### config.mk
export PLATFORM = sky130hd
export DESIGN_NAME = lpe_step
export DESIGN_NICKNAME = d
export VERILOG_FILES = /design/src/hw/rtl/lpe_pkg.sv /design/src/hw/rtl/lpe_step.sv
export SDC_FILE = /design/constraint.sdc
export NUM_CORES = 1
export LEC_CHECK = 0
export BUFFER_PORTS_ARGS = -buffer_cell sky130_fd_sc_hd__buf_4
export CORE_AREA = 2 2 252 229
export DETAILED_ROUTE_END_ITERATION = 10
export DIE_AREA = 0 0 254 231
export MAX_ROUTING_LAYER = met4
export PLACE_DENSITY = 0.67
export SLEW_MARGIN = 20
export SYNTH_ARGS = -nofsm -noshare
export SYNTH_HDL_FRONTEND = slang
export SYNTH_SLANG_ARGS = --single-unit
### constraint.sdc
create_clock -name clk -period 7.13 [get_ports clk]
set_input_delay 0.3565 -clock clk [delete_from_list [all_inputs] [get_ports clk]]
set_output_delay 0.3565 -clock clk [all_outputs]
set_load 0.02 [all_outputs]
### src/hw/rtl/lpe_pkg.sv
// ----------------------------------------------------------------------------
// lpe_pkg
// Shared types and constants for the Legendre polynomial evaluator.
// ----------------------------------------------------------------------------
package lpe_pkg;

  localparam int LPE_MAX_ORDER = 32;
  localparam int X_W           = 18;   // Q1.16 point and result
  localparam int P_W           = 20;   // unsaturated recurrence values
  localparam int ORD_W         = 6;    // config register width
  localparam int N_W           = 7;    // effective degree, clamped to MAX_ORDER

  localparam logic signed [X_W-1:0] ONE_Q16  = 18'sd65536;
  localparam logic signed [X_W-1:0] MONE_Q16 = -18'sd65536;

  // one word travelling down the step chain
  typedef struct packed {
    logic                  valid;
    logic                  last;
    logic signed [X_W-1:0] x;
    logic signed [P_W-1:0] p0;
    logic signed [P_W-1:0] p1;
    logic signed [P_W-1:0] res;
  } lpe_item_t;

endpackage

### src/hw/rtl/lpe_step.sv
// ----------------------------------------------------------------------------
// lpe_step
// One recurrence step P(i) = ((2i-1) x P(i-1) - (i-1) P(i-2)) / i in three
// register stages: product, numerator with rounding, reciprocal division.
// ----------------------------------------------------------------------------
module lpe_step import lpe_pkg::*; #(
  parameter int STEP = 2
) (
  input  logic           clk,
  input  logic           rst_n,
  input  logic           en,
  input  logic [N_W-1:0] n_eff,
  input  lpe_item_t      item_in,
  output lpe_item_t      item_out
);

  localparam logic signed [45:0] K_A   = 46'(2*STEP-1);
  localparam logic signed [45:0] K_B   = 46'(STEP-1);
  localparam logic [45:0]        RND   = 46'(STEP) << 15;
  localparam logic [31:0]        RECIP = 32'(((64'd1 << 32) + 64'(STEP) - 64'd1) / 64'(STEP));
  localparam logic [N_W-1:0]     STEP_N = N_W'(STEP);

  // stage a: x * P(i-1)
  logic                  va_r, la_r;
  logic signed [X_W-1:0] xa_r;
  logic signed [P_W-1:0] p0a_r, p1a_r, resa_r;
  logic signed [37:0]    proda_r;

  always_ff @(posedge clk) begin
    if (!rst_n) begin
      va_r <= 1'b0;
    end else if (en) begin
      va_r <= item_in.valid;
    end
  end

  always_ff @(posedge clk) begin
    if (en) begin
      la_r    <= item_in.last;
      xa_r    <= item_in.x;
      p0a_r   <= item_in.p0;
      p1a_r   <= item_in.p1;
      resa_r  <= item_in.res;
      proda_r <= 38'(item_in.x) * 38'(item_in.p1);
    end
  end

  // stage b: numerator, magnitude and half-divisor rounding
  logic signed [45:0] num;
  logic [45:0]        mag;
  logic [45:0]        madd;

  assign num  = 46'(proda_r) * K_A - ((46'(p0a_r) * K_B) <<< 16);
  assign mag  = num[45] ? 46'(-num) : 46'(num);
  assign madd = mag + RND;

  logic                  vb_r, lb_r, negb_r;
  logic signed [X_W-1:0] xb_r;
  logic signed [P_W-1:0] p1b_r, resb_r;
  logic [25:0]           tb_r;

  always_ff @(posedge clk) begin
    if (!rst_n) begin
      vb_r <= 1'b0;
    end else if (en) begin
      vb_r <= va_r;
    end
  end

  always_ff @(posedge clk) begin
    if (en) begin
      lb_r   <= la_r;
      xb_r   <= xa_r;
      p1b_r  <= p1a_r;
      resb_r <= resa_r;
      negb_r <= num[45];
      tb_r   <= madd[41:16];
    end
  end

  // stage c: divide by the step index through its reciprocal
  logic                  vc_r, lc_r, negc_r;
  logic signed [X_W-1:0] xc_r;
  logic signed [P_W-1:0] p1c_r, resc_r;
  logic [57:0]           qm_r;

  always_ff @(posedge clk) begin
    if (!rst_n) begin
      vc_r <= 1'b0;
    end else if (en) begin
      vc_r <= vb_r;
    end
  end

  always_ff @(posedge clk) begin
    if (en) begin
      lc_r   <= lb_r;
      xc_r   <= xb_r;
      p1c_r  <= p1b_r;
      resc_r <= resb_r;
      negc_r <= negb_r;
      qm_r   <= 58'(tb_r) * 58'(RECIP);
    end
  end

  // signed quotient and hand-off to the next step
  logic signed [P_W-1:0] q;
  logic signed [P_W-1:0] pn;

  assign q  = $signed(qm_r[32+P_W-1:32]);
  assign pn = negc_r ? -q : q;

  always_comb begin
    item_out.valid = vc_r;
    item_out.last  = lc_r;
    item_out.x     = xc_r;
    item_out.p0    = p1c_r;
    item_out.p1    = pn;
    item_out.res   = (n_eff == STEP_N) ? pn : resc_r;
  end

endmodule

==> out/qor.yml <==
status: "finished, final reports clean"
worstPathRequired_ns: 7.46
period_share: 0.9238
coreArea_um2: 56290
synthCells: 2584
synth_ff_type: "edfxtp_1"
crit_path_max_fanout: 7
postSynthAreaPerCell_um2: 10.72
detail_route.wirelength_um: 59420
rsz0062_at_grt: "false"
synth-seq-cells: 280
drive_above_1_share: 0.1086
row_count: 83
hold_start: "item_in[22]"
yosys_warnings: 0
final_common_cell: "inv_1"
numPortBuffers: 169
hold_viol_final: 0
grt_max_degree: 181
ios: 170
grt_pass1_vias: 18980
crit_type: "in2reg"
cts.sinks: 280
syn_area_um2: 27710
max_freq_ghz: 0.1518
ant_nets: 0
grt_pass1_wl_um: 97840
die-area_um2: 58670
h-tree-depth: 1
setup_tns_ns: 0
crit_arrival_ns: 6.91
maxSlewHeadroom: 0.3055
clockBufferDepth: 3
min_period_ns: 6.586
drcViolationCount: 0
initial_utilization: 0.4922
cts_buffers: 31
ys_seq_area_frac: 0.3024
wl_per_cell_um: 16.67
insertion_delay_ns: 0.59
hold_class: "in2reg"
setup_viol: 0
min_to: "p1a_r[2]"
overflow: 0
layout.nets: 3425
async_reset_ff_frac: 0
whs_path_depth: 1
drtIter0Drc: 989
dp_hpwl_um: 47010
cts_root_buf: "clkbuf_16"
num_vias: 18000
synth_edf_count: 277
cts.clk_slew.worst_paths_ns: 0.06
layout_common_cells: "inv_1, fa_1, edfxtp_1, nand2_1, and2_1"
r2r-start: "p0a_r[2]"
gp_congestion: 0.9118
routed_via_density: 5.051
grt_use_total: 0.2158
reg2reg_depth: 21
postCtsSetupBuffers: 0
cp-end-kind: "flip-flop"
worstMarginPinSlew_ns: 1.042
critPathLaunchType: "input pin"
cap_violations: 0
cts_tree: "done"
reg2reg_to: "tb_r[17]"
skew_ns: 0.01813
die_x_um: 254
finalMaxSlewViolations: 0
antenna_found_initial: 0
die_h_um: 231
synth.distinct_cells: 96
drt_pass1_iterations: 5
area_growth_pct: 12.62
rrSetupSlack_ns: 1.00
syn_nets: 3236
[sequential cells by signal, indices dropped and copies added (netlist names), 20 cells and up]
register	cells
resc_r	20
p0a_r	20
resa_r	20
proda_r	38
p1b_r	20
resb_r	20
tb_r	20
p1c_r	20
qm_r	20
p1a_r	20
[layer usage]
| metal | GRT usage | part of all wire | vias to the layer above |
|---|---|---|---|
| met5 | - | 0 | - |
| met4 | 0.04136 | 0.019 | 0 |
| met3 | 0.02898 | 0.056 | 71 |
| met2 | 0.3495 | 0.47 | 444 |
| met1 | 0.2941 | 0.46 | 8921 |
| li1 | - | - | 8564 |
[cell usage after synthesis, drive strengths merged (14+ instances only)]
cell	n	area share
fa	398	0.29
clkbuf	66	0.0089
a211oi	16	0.0058
nand3	30	0.0061
nor2	69	0.0093
a21o	32	0.0087
a21oi	61	0.011
and2	195	0.044
xor2	27	0.0085
nor3	31	0.0056
xnor2	86	0.028
mux2	20	0.0081
inv	616	0.083
a31oi	14	0.0037
ha	164	0.074
edfxtp	277	0.30
o21ai	48	0.0088
nand2	207	0.028
[critical path, cell delays in order]
cell      delay [ns]
buf_4           0.10
clkinv_1        0.27
nor2_1          0.25
fa_1            0.44
fa_1            0.51
fa_1            0.53
fa_1            0.52
fa_1            0.56
inv_1           0.06
fa_1            0.52
inv_1           0.05
ha_1            0.36
a21o_1          0.20
a21oi_1         0.14
o21ai_0         0.13
or3_1           0.35
o211ai_1        0.28
a31oi_1         0.18
nand4_1         0.12
nand4b_1        0.11
a21oi_1         0.24
o21ai_0         0.16
a221oi_1        0.33
xnor2_1         0.12
[kinds of logic (layout without fill, tap and decap cells)]
family                   Yosys count  after routing  share of synthesized area
AND/OR/NAND/NOR                  626            626                     0.1193
adder cells (fa/ha/maj)          562            562                     0.3616
multiplexers                      28             28                    0.01102
buffers and inverters            695            909                    0.09574
flip-flops                       280            280                     0.3024
XOR/XNOR                         113            113                    0.03667
AO/OA/AOI/OAI                    280            280                    0.07325
other                              0              1                          0
[cell type report]
type	instances	area (µm²)
clock buffers	37	798.3
fillers	4895	25080
diodes	1	2.502
clock inverters	21	191.4
repair buffers	234	1884
multi-input cells	1609	16670
well taps	765	957.2
flip-flops and latches	280	8378
inverters	617	2316
[how the worst max path moves through the flow]
stage	start	to
finish	item_in[77]	proda_r[37]
global placement	item_in[77]	proda_r[37]
global route	item_in[77]	proda_r[37]
detailed placement	item_in[77]	proda_r[37]
CTS	item_in[77]	proda_r[37]
floorplan	item_in[77]	proda_r[37]
[what timing repair did]
item / 4_1_cts / 5_1_grt
hold endpoints to repair: 44 / 0
resized for setup: 0 / 0
hold buffers: 43 / 0
[through the flow]
step	std cells	util	hold WS, ns	worst slack [ns]	cell area [µm²]
after floorplan	2584	-	0.4003	0.5259	27710
after global placement	3462	0.5291	0.4006	0.09025	29780
after detailed placement	3462	0.5291	0.4045	-0.06866	29780
after CTS	3563	0.5543	0.09050	0.5530	31200
after global routing	3563	0.5543	0.09807	0.1711	31200
final	3564	0.5544	0.1139	0.5436	31200
Power is not shown: default switching activity piles up to over one toggle a cycle in this logic, so the estimate is an artifact.
